==> src/sv/pis_pkg.sv <==
package pis_pkg;

    // Varint length limit before a varint is rejected
    localparam int MAX_VARINT_BYTES = 9;

    // Accumulator keeps the low bits of a varint; anything above is a sticky flag
    localparam int ACC_W    = 21;
    localparam int CNT_W    = 21;
    localparam int SEEN_W   = 9;
    localparam int CFG_IDX_W = 4;
    localparam int CFG_DATA_W = 20;

    localparam logic [7:0] SLASH_CHAR = 8'h2F;

    localparam logic [2:0] WIRE_VARINT = 3'd0;
    localparam logic [2:0] WIRE_LEN    = 3'd2;

    localparam logic [3:0] FIELD_NONE     = 4'd0;
    localparam logic [3:0] FIELD_KEY      = 4'd1;
    localparam logic [3:0] FIELD_LISTEN   = 4'd2;
    localparam logic [3:0] FIELD_PROTOCOL = 4'd3;
    localparam logic [3:0] FIELD_OBSERVED = 4'd4;
    localparam logic [3:0] FIELD_PROTO_VER = 4'd5;
    localparam logic [3:0] FIELD_AGENT_VER = 4'd6;
    localparam logic [3:0] FIELD_UNUSED   = 4'd7;
    localparam logic [3:0] FIELD_RECORD   = 4'd8;

    localparam logic [2:0] ROLE_KEY     = 3'd0;
    localparam logic [2:0] ROLE_LENGTH  = 3'd1;
    localparam logic [2:0] ROLE_KEPT    = 3'd2;
    localparam logic [2:0] ROLE_SKIPPED = 3'd3;
    localparam logic [2:0] ROLE_IGNORED = 3'd4;

    localparam logic [3:0] ERR_NONE        = 4'd0;
    localparam logic [3:0] ERR_TOO_LONG    = 4'd1;
    localparam logic [3:0] ERR_BAD_VARINT  = 4'd2;
    localparam logic [3:0] ERR_WIRE_TYPE   = 4'd3;
    localparam logic [3:0] ERR_WRONG_TYPE  = 4'd4;
    localparam logic [3:0] ERR_FIELD_SIZE  = 4'd5;
    localparam logic [3:0] ERR_LISTENS     = 4'd6;
    localparam logic [3:0] ERR_PROTOCOLS   = 4'd7;
    localparam logic [3:0] ERR_PROTOCOL_ID = 4'd8;
    localparam logic [3:0] ERR_TRUNCATED   = 4'd9;

    localparam logic [CFG_IDX_W-1:0] CFG_MAX_TOTAL    = 4'd0;
    localparam logic [CFG_IDX_W-1:0] CFG_MAX_KEY      = 4'd1;
    localparam logic [CFG_IDX_W-1:0] CFG_MAX_ADDRESS  = 4'd2;
    localparam logic [CFG_IDX_W-1:0] CFG_MAX_LISTEN   = 4'd3;
    localparam logic [CFG_IDX_W-1:0] CFG_MAX_PROTOCOL = 4'd4;
    localparam logic [CFG_IDX_W-1:0] CFG_MAX_PROTO_SZ = 4'd5;
    localparam logic [CFG_IDX_W-1:0] CFG_MAX_VERSION  = 4'd6;
    localparam logic [CFG_IDX_W-1:0] CFG_MAX_RECORD   = 4'd7;

    localparam logic [19:0] RST_MAX_TOTAL    = 20'd65536;
    localparam logic [15:0] RST_MAX_KEY      = 16'd4096;
    localparam logic [15:0] RST_MAX_ADDRESS  = 16'd4096;
    localparam logic [7:0]  RST_MAX_LISTEN   = 8'd32;
    localparam logic [7:0]  RST_MAX_PROTOCOL = 8'd64;
    localparam logic [11:0] RST_MAX_PROTO_SZ = 12'd1024;
    localparam logic [11:0] RST_MAX_VERSION  = 12'd1024;
    localparam logic [15:0] RST_MAX_RECORD   = 16'd8192;

    typedef enum logic [1:0] {
        PH_KEY   = 2'd0,
        PH_LEN   = 2'd1,
        PH_PAY   = 2'd2,
        PH_SKIPV = 2'd3
    } t_phase;

    typedef enum logic [1:0] {
        VI_MORE = 2'd0,
        VI_DONE = 2'd1,
        VI_BAD  = 2'd2
    } t_varint_status;

    typedef struct packed {
        logic [7:0] data_byte;
        logic       final_byte;
    } t_in_item;

    typedef struct packed {
        logic [7:0] byte_out;
        logic [2:0] role;
        logic [3:0] field_tag;
        logic       payload_end;
        logic [3:0] error_code;
        logic       message_end;
        logic       message_ok;
    } t_out_item;

    typedef struct packed {
        logic [19:0] max_total_size;
        logic [15:0] max_key_size;
        logic [15:0] max_address_size;
        logic [7:0]  max_listen_count;
        logic [7:0]  max_protocol_count;
        logic [11:0] max_proto_id_size;
        logic [11:0] max_ver_size;
        logic [15:0] max_record_size;
    } t_limits;

endpackage

==> src/sv/pis_parser.sv <==
module pis_parser #(
    parameter int MAX_VARINT_BYTES = pis_pkg::MAX_VARINT_BYTES
) (
    input  logic                i_clk,
    input  logic                i_rst_n,
    input  logic                i_fire,
    input  pis_pkg::t_in_item   i_item,
    input  pis_pkg::t_limits    i_limits,
    output pis_pkg::t_out_item  o_result
);

    localparam int VB_W = $clog2(MAX_VARINT_BYTES + 1);
    localparam logic [VB_W-1:0] VB_MAX = VB_W'(MAX_VARINT_BYTES);
    localparam int ACC_W = pis_pkg::ACC_W;
    localparam int CNT_W = pis_pkg::CNT_W;
    localparam int SEEN_W = pis_pkg::SEEN_W;

    pis_pkg::t_phase         r_phase, n_phase;
    logic [ACC_W-1:0]        r_acc, n_acc;
    logic                    r_acc_hi, n_acc_hi;
    logic [VB_W-1:0]         r_vbytes, n_vbytes;
    logic [3:0]              r_field, n_field;
    logic [ACC_W-1:0]        r_left, n_left;
    logic [CNT_W-1:0]        r_count, n_count;
    logic [SEEN_W-1:0]       r_listen, n_listen;
    logic [SEEN_W-1:0]       r_protos, n_protos;
    logic                    r_first, n_first;
    logic [3:0]              r_error, n_error;

    logic [7:0]              b;
    logic                    fin;
    logic [ACC_W-1:0]        v_acc;
    logic                    v_hi;
    logic [VB_W-1:0]         v_cnt;
    pis_pkg::t_varint_status v_status;
    logic                    v_known;
    logic                    v_zero;
    logic [15:0]             lim;
    logic                    lim_en;
    logic                    too_big;
    logic [CNT_W-1:0]        count_inc;
    logic [ACC_W-1:0]        left_dec;
    logic [3:0]              key_field;
    logic [2:0]              role;
    logic [3:0]              tag;
    logic                    pend;
    logic [3:0]              err;

    assign b   = i_item.data_byte;
    assign fin = i_item.final_byte;

    // Varint byte: merge 7 bits at the current group, flag bits beyond the window
    always_comb begin
        v_acc = r_acc;
        for (int i = 0; i < ACC_W; i++) begin
            if (32'(r_vbytes) == i / 7) begin
                v_acc[i] = r_acc[i] | b[i % 7];
            end
        end
        v_hi = r_acc_hi
            | ((32'(r_vbytes) >= 3) && (32'(r_vbytes) <= 8) && (b[6:0] != 7'd0))
            | ((32'(r_vbytes) == 9) && b[0]);
        v_cnt = r_vbytes + VB_W'(1);
        if (r_vbytes >= VB_MAX) begin
            v_status = pis_pkg::VI_BAD;
        end else if (b[7]) begin
            v_status = (v_cnt >= VB_MAX) ? pis_pkg::VI_BAD : pis_pkg::VI_MORE;
        end else if ((r_vbytes != '0) && (b == 8'd0)) begin
            v_status = pis_pkg::VI_BAD;
        end else begin
            v_status = pis_pkg::VI_DONE;
        end
    end

    assign v_known = !v_hi && (v_acc[ACC_W-1:3] != '0)
                  && (v_acc[ACC_W-1:3] <= (ACC_W-3)'(pis_pkg::FIELD_RECORD))
                  && (v_acc[ACC_W-1:3] != (ACC_W-3)'(pis_pkg::FIELD_UNUSED));
    assign key_field = v_known ? v_acc[6:3] : pis_pkg::FIELD_NONE;
    assign v_zero = !v_hi && (v_acc == '0);

    always_comb begin
        lim_en = 1'b1;
        case (r_field) inside
            pis_pkg::FIELD_KEY:       lim = i_limits.max_key_size;
            pis_pkg::FIELD_LISTEN,
            pis_pkg::FIELD_OBSERVED:  lim = i_limits.max_address_size;
            pis_pkg::FIELD_PROTOCOL:  lim = {4'd0, i_limits.max_proto_id_size};
            pis_pkg::FIELD_PROTO_VER,
            pis_pkg::FIELD_AGENT_VER: lim = {4'd0, i_limits.max_ver_size};
            pis_pkg::FIELD_RECORD:    lim = i_limits.max_record_size;
            default: begin
                lim    = 16'd0;
                lim_en = 1'b0;
            end
        endcase
    end

    assign too_big   = lim_en && (v_hi || (v_acc > ACC_W'(lim)));
    assign count_inc = (r_count != '1) ? r_count + CNT_W'(1) : r_count;
    assign left_dec  = (r_left != '0) ? r_left - ACC_W'(1) : r_left;

    always_comb begin
        n_phase  = r_phase;
        n_acc    = r_acc;
        n_acc_hi = r_acc_hi;
        n_vbytes = r_vbytes;
        n_field  = r_field;
        n_left   = r_left;
        n_count  = r_count;
        n_listen = r_listen;
        n_protos = r_protos;
        n_first  = r_first;
        n_error  = r_error;
        role     = pis_pkg::ROLE_IGNORED;
        tag      = pis_pkg::FIELD_NONE;
        pend     = 1'b0;
        err      = pis_pkg::ERR_NONE;

        if (r_error == pis_pkg::ERR_NONE) begin
            n_count = count_inc;
            if (count_inc > {1'b0, i_limits.max_total_size}) begin
                err = pis_pkg::ERR_TOO_LONG;
            end else if (r_phase == pis_pkg::PH_PAY) begin
                role = (r_field != pis_pkg::FIELD_NONE) ? pis_pkg::ROLE_KEPT
                                                        : pis_pkg::ROLE_SKIPPED;
                tag = r_field;
                if ((r_field == pis_pkg::FIELD_PROTOCOL) && r_first && (b != pis_pkg::SLASH_CHAR)) begin
                    err = pis_pkg::ERR_PROTOCOL_ID;
                end
                n_first = 1'b0;
                n_left  = left_dec;
                if (left_dec == '0) begin
                    pend    = 1'b1;
                    n_phase = pis_pkg::PH_KEY;
                end
            end else begin
                unique case (r_phase)
                    pis_pkg::PH_KEY:   role = pis_pkg::ROLE_KEY;
                    pis_pkg::PH_LEN:   role = pis_pkg::ROLE_LENGTH;
                    default:           role = pis_pkg::ROLE_SKIPPED;
                endcase
                tag = (r_phase == pis_pkg::PH_LEN) ? r_field : pis_pkg::FIELD_NONE;
                unique case (v_status)
                    pis_pkg::VI_BAD: begin
                        err = pis_pkg::ERR_BAD_VARINT;
                    end
                    pis_pkg::VI_MORE: begin
                        n_acc    = v_acc;
                        n_acc_hi = v_hi;
                        n_vbytes = v_cnt;
                    end
                    default: begin
                        n_acc    = '0;
                        n_acc_hi = 1'b0;
                        n_vbytes = '0;
                        if (r_phase == pis_pkg::PH_SKIPV) begin
                            pend    = 1'b1;
                            n_phase = pis_pkg::PH_KEY;
                        end else if (r_phase == pis_pkg::PH_KEY) begin
                            if ((v_acc[2:0] != pis_pkg::WIRE_VARINT)
                                    && (v_acc[2:0] != pis_pkg::WIRE_LEN)) begin
                                err = pis_pkg::ERR_WIRE_TYPE;
                            end else if (v_acc[2:0] == pis_pkg::WIRE_VARINT) begin
                                if (v_known) begin
                                    err = pis_pkg::ERR_WRONG_TYPE;
                                end else begin
                                    n_phase = pis_pkg::PH_SKIPV;
                                end
                            end else begin
                                n_field = key_field;
                                tag     = key_field;
                                if (key_field == pis_pkg::FIELD_LISTEN) begin
                                    if (r_listen >= {1'b0, i_limits.max_listen_count}) begin
                                        err = pis_pkg::ERR_LISTENS;
                                    end
                                    if (r_listen != '1) begin
                                        n_listen = r_listen + SEEN_W'(1);
                                    end
                                end else if (key_field == pis_pkg::FIELD_PROTOCOL) begin
                                    if (r_protos >= {1'b0, i_limits.max_protocol_count}) begin
                                        err = pis_pkg::ERR_PROTOCOLS;
                                    end
                                    if (r_protos != '1) begin
                                        n_protos = r_protos + SEEN_W'(1);
                                    end
                                end
                                n_phase = pis_pkg::PH_LEN;
                            end
                        end else begin
                            if (fin && !v_zero) begin
                                err = pis_pkg::ERR_TRUNCATED;
                            end else if (too_big) begin
                                err = pis_pkg::ERR_FIELD_SIZE;
                            end else if (v_zero) begin
                                pend = 1'b1;
                                if (r_field == pis_pkg::FIELD_PROTOCOL) begin
                                    err = pis_pkg::ERR_PROTOCOL_ID;
                                end
                                n_phase = pis_pkg::PH_KEY;
                            end else begin
                                // saturate: a length past the window never drains
                                n_left  = v_hi ? '1 : v_acc;
                                n_first = 1'b1;
                                n_phase = pis_pkg::PH_PAY;
                            end
                        end
                    end
                endcase
            end
            if ((err == pis_pkg::ERR_NONE) && fin && (n_phase != pis_pkg::PH_KEY)) begin
                err = pis_pkg::ERR_TRUNCATED;
            end
            if (err != pis_pkg::ERR_NONE) begin
                n_error = err;
            end
        end

        o_result.byte_out    = b;
        o_result.role        = role;
        o_result.field_tag   = tag;
        o_result.payload_end = pend;
        o_result.error_code  = n_error;
        o_result.message_end = fin;
        o_result.message_ok  = fin && (n_error == pis_pkg::ERR_NONE);

        if (fin) begin
            n_phase  = pis_pkg::PH_KEY;
            n_acc    = '0;
            n_acc_hi = 1'b0;
            n_vbytes = '0;
            n_field  = pis_pkg::FIELD_NONE;
            n_left   = '0;
            n_count  = '0;
            n_listen = '0;
            n_protos = '0;
            n_first  = 1'b0;
            n_error  = pis_pkg::ERR_NONE;
        end
    end

    always_ff @(posedge i_clk) begin
        if (!i_rst_n) begin
            r_phase  <= pis_pkg::PH_KEY;
            r_acc    <= '0;
            r_acc_hi <= 1'b0;
            r_vbytes <= '0;
            r_field  <= pis_pkg::FIELD_NONE;
            r_left   <= '0;
            r_count  <= '0;
            r_listen <= '0;
            r_protos <= '0;
            r_first  <= 1'b0;
            r_error  <= pis_pkg::ERR_NONE;
        end else if (i_fire) begin
            r_phase  <= n_phase;
            r_acc    <= n_acc;
            r_acc_hi <= n_acc_hi;
            r_vbytes <= n_vbytes;
            r_field  <= n_field;
            r_left   <= n_left;
            r_count  <= n_count;
            r_listen <= n_listen;
            r_protos <= n_protos;
            r_first  <= n_first;
            r_error  <= n_error;
        end
    end

endmodule

==> config.mk <==
export PLATFORM = sky130hd
export DESIGN_NAME = pis_parser
export DESIGN_NICKNAME = d
export VERILOG_FILES = /design/src/sv/pis_pkg.sv /design/src/sv/pis_parser.sv
export SDC_FILE = /design/constraint.sdc
export NUM_CORES = 1
export LEC_CHECK = 0
export BUFFER_PORTS_ARGS = -buffer_cell sky130_fd_sc_hd__buf_2
export CORE_MARGIN = 4
export CORE_UTILIZATION = 40
export CTS_BUF_LIST = sky130_fd_sc_hd__clkbuf_8
export CTS_CLUSTER_SIZE = 28
export DETAILED_ROUTE_END_ITERATION = 12
export PLACE_DENSITY = 0.56
export SYNTH_ARGS = -nofsm -noshare
export SYNTH_HDL_FRONTEND = slang
export SYNTH_SLANG_ARGS = --single-unit
==> constraint.sdc <==
create_clock -name i_clk -period 11.2 [get_ports i_clk]
set_input_delay 2.24 -clock i_clk [delete_from_list [all_inputs] [get_ports i_clk]]
set_output_delay 2.24 -clock i_clk [all_outputs]
set_load 0.05 [all_outputs]
==> impl_metrics.json <==
{
  "final.setup.worst_slack_ns": 2.80,
  "synthArstFlopShare": 0,
  "root_buffer": "clkbuf_8",
  "avgViaCountPerCell": 5.83,
  "postCtsHoldBufs": 0,
  "relSlewSlack": 0.287,
  "grt_pass1_vias": 7877,
  "h-tree-depth": 3,
  "final_util": 0.456,
  "dp_cells": 1447,
  "wire_per_inst_microns": 18.0,
  "worstPathArrival_ns": 6.16,
  "drv_cap": 0,
  "post-place-ws_ns": 3.08,
  "grt_pass1_wl_microns": 42100,
  "synthTopCellsByArea": "dfxtp_1, ha_1, a21oi_1",
  "synthFlopType": "dfxtp_1",
  "synth_top_area_cell": "dfxtp_1",
  "antenna_found_initial": 1,
  "skew_ns": 0.0158,
  "synth_top_area_frac": 0.236,
  "worst-endpoint-required_ns": 8.96,
  "start_util": 0.407,
  "cts_tree": "done",
  "areaGrowthSynthToFinish_pct": 12.3,
  "path_class": "register to output port",
  "dieArea_sq_um": 22900,
  "gp_congestion": 0.901,
  "ys_seq_area_frac": 0.236,
  "yosys_warnings": 0,
  "synth_area_sq_um": 8230,
  "post_cts_resized": 0,
  "core_area_sq_um": 20200,
  "nNetsFinal": 1373,
  "wl_microns": 26400,
  "cts_buffer_depth": 2,
  "syn_avg_cell_area_sq_um": 7.51,
  "clock_sinks": 97,
  "drc_errors": 0,
  "cts_setup_buffers": 0,
  "endpoint_kind": "output port",
  "antenna_cells": 0,
  "fin_cells": 1462,
  "cp_max_fo": 11,
  "port_buffers": 141,
  "synth.distinct_cells": 86,
  "drv_slew": 0,
  "drtIter0Drc": 735,
  "finalCritPeriodShare": 0.750,
  "grt_overflow": 0,
  "setup_tns_ns": 0,
  "synth_nets": 1280,
  "drive_above_1_share": 0.177,
  "post-route-min-period_ns": 8.40,
  "cp-start-kind": "register",
  "hold_viol_final": 0,
  "hold_class": "register to register",
  "worst_pin_slew_ns": 1.06,
  "hpwl_microns": 20300,
  "rows": 52,
  "peakVddDrop_mv": 0.0488,
  "clkTransAtPathRegs_ns": 0.10,
  "outcome": "complete, no violations",
  "leakage_nw": 4.01,
  "pin_count": 142,
  "dr.pass1.iters": 8,
  "die_y_microns": 151,
  "syn_inst": 1095,
  "grt_max_degree": 74,
  "insertion_delay_ns": 0.40,
  "setup_viol": 0,
  "synth-seq-cells": 97,
  "synth_edf_count": 0,
  "cellPowerDensity_nw_per_um2": 90.3,
  "rsz0062_at_grt": "no",
  "timing.fmax_mhz": 119,
  "ant_nets": 0,
  "vias": 8529,
  "cts_buffers": 9,
  "grt_usage": 0.229,
  "hold_ws_ns": 0.479,
  "dieWidth_microns": 151
}
-- stage by stage --
step	power (mW)	instance area, sq um
after global placement	0.604	9050
after detailed placement	0.604	9050
after global routing	0.877	9240
after floorplan	0.527	8230
final	0.834	9240
after CTS	0.837	9240
-- worst max-delay path, cell delays in order (launching register included) --
cell and delay (ns):
dfxtp_1 0.43, ha_1 0.23, nand2_1 0.06, or4_1 0.48, or4_1 0.59, and4_1 0.36
nand3_1 0.19, or2_2 0.20, nor2_1 0.08, xor2_1 0.14, ha_1 0.27, nand4_1 0.12
nor4_1 0.37, a32o_1 0.21, a31oi_1 0.07, or3_1 0.49, nor2_1 0.25, inv_1 0.26
nor3b_2 0.27, a21boi_0 0.34, buf_2 0.33
-- synth_stat cells, types with 12 or more instances --
library cell	count
a21boi_0	20
nor2_1	96
a31oi_1	12
o21ai_0	64
inv_1	78
ha_1	65
a21oi_1	81
dfxtp_1	97
a21o_1	13
xnor2_1	27
nand3_1	44
nand4_1	21
clkbuf_1	49
a22oi_1	18
nor3_1	37
a221oi_1	12
nand2_1	74
and2_1	19
or4_1	12
a222oi_1	16
nor2b_1	39
-- where the power goes --
part,internal [mW],switching [mW],total [mW]
Combinational,0.0844,0.157,0.242
Clock,0.101,0.134,0.235
Sequential,0.350,0.00762,0.358
Total,0.535,0.299,0.834
-- state kept, by name, summed over array words and instances (netlist names) --
signal / flops
r_left: 21
r_acc: 21
r_protos: 9
r_count: 21
r_field: 4
r_vbytes: 4
r_listen: 9
r_error: 4
r_phase: 2
r_first: 1
r_acc_hi: 1
-- logic make-up (layout without fill, tap and decap cells) --
kind of cell    Yosys count  in the layout  share of synthesized area
simple gates            424            424                      0.276
compound gates          319            319                      0.269
buf+inv                 150            247                     0.0766
flops                    97             97                      0.236
fa+ha+maj                65             65                     0.0988
xor+xnor                 37             37                     0.0394
mux                       3              3                    0.00395
-- worst paths after layout --
path / startpoint / to / slack (ns) / cells after the start
worst max-delay path: r_count[0] / o_result[0] / 2.80 / 20
worst min-delay path: r_acc[19] / r_acc[19] / 0.48 / 2
worst max register to register: r_count[0] / r_left[4] / 4.71 / 23
worst min register to register: r_acc[19] / r_acc[19] / 0.48 / 2
-- cell usage in the layout (no fill, tap or decap), types with 5 or more instances in the layout --
master     count
a2111oi_0      9
a21boi_0      20
a21o_1        13
a21oi_1       81
a221oi_1      12
a222oi_1      16
a22oi_1       18
a31o_2         6
a31oi_1       12
and2_1        19
and3_1         9
and4_1         6
buf_2        141
buf_4         12
clkbuf_8       9
dfxtp_1       97
ha_1          65
inv_1         79
nand2_1       74
nand2b_1       6
nand3_1       44
nand4_1       21
nor2_1        96
nor2b_1       39
nor3_1        36
nor3b_1        7
nor4_1         9
o211ai_1       6
o21ai_0       63
o221a_2        5
o31a_1         6
o31ai_1        7
or2_2          7
or3_1          7
or4_1         12
xnor2_1       27
xor2_1        10
-- routing by layer --
metal | vias up | global-route usage | share of wire
met5 | - | 0 | 0.00049
met4 | 2 | 0.0657 | 0.018
met3 | 36 | 0.0332 | 0.074
met2 | 369 | 0.366 | 0.45
met1 | 3917 | 0.321 | 0.46
li1 | 4205 | - | -
-- cell type report --
| cell class | count | area (sq um) |
|---|---|---|
| sequential | 97 | 1940 |
| clock inverter | 6 | 61.3 |
| fill | 2097 | 11000 |
| tap | 270 | 338 |
| clock buffer | 9 | 124 |
| multi-input combinational | 848 | 5680 |
| inverter | 79 | 297 |
| timing repair buffer | 153 | 796 |
(Power assumes the default switching activity.)
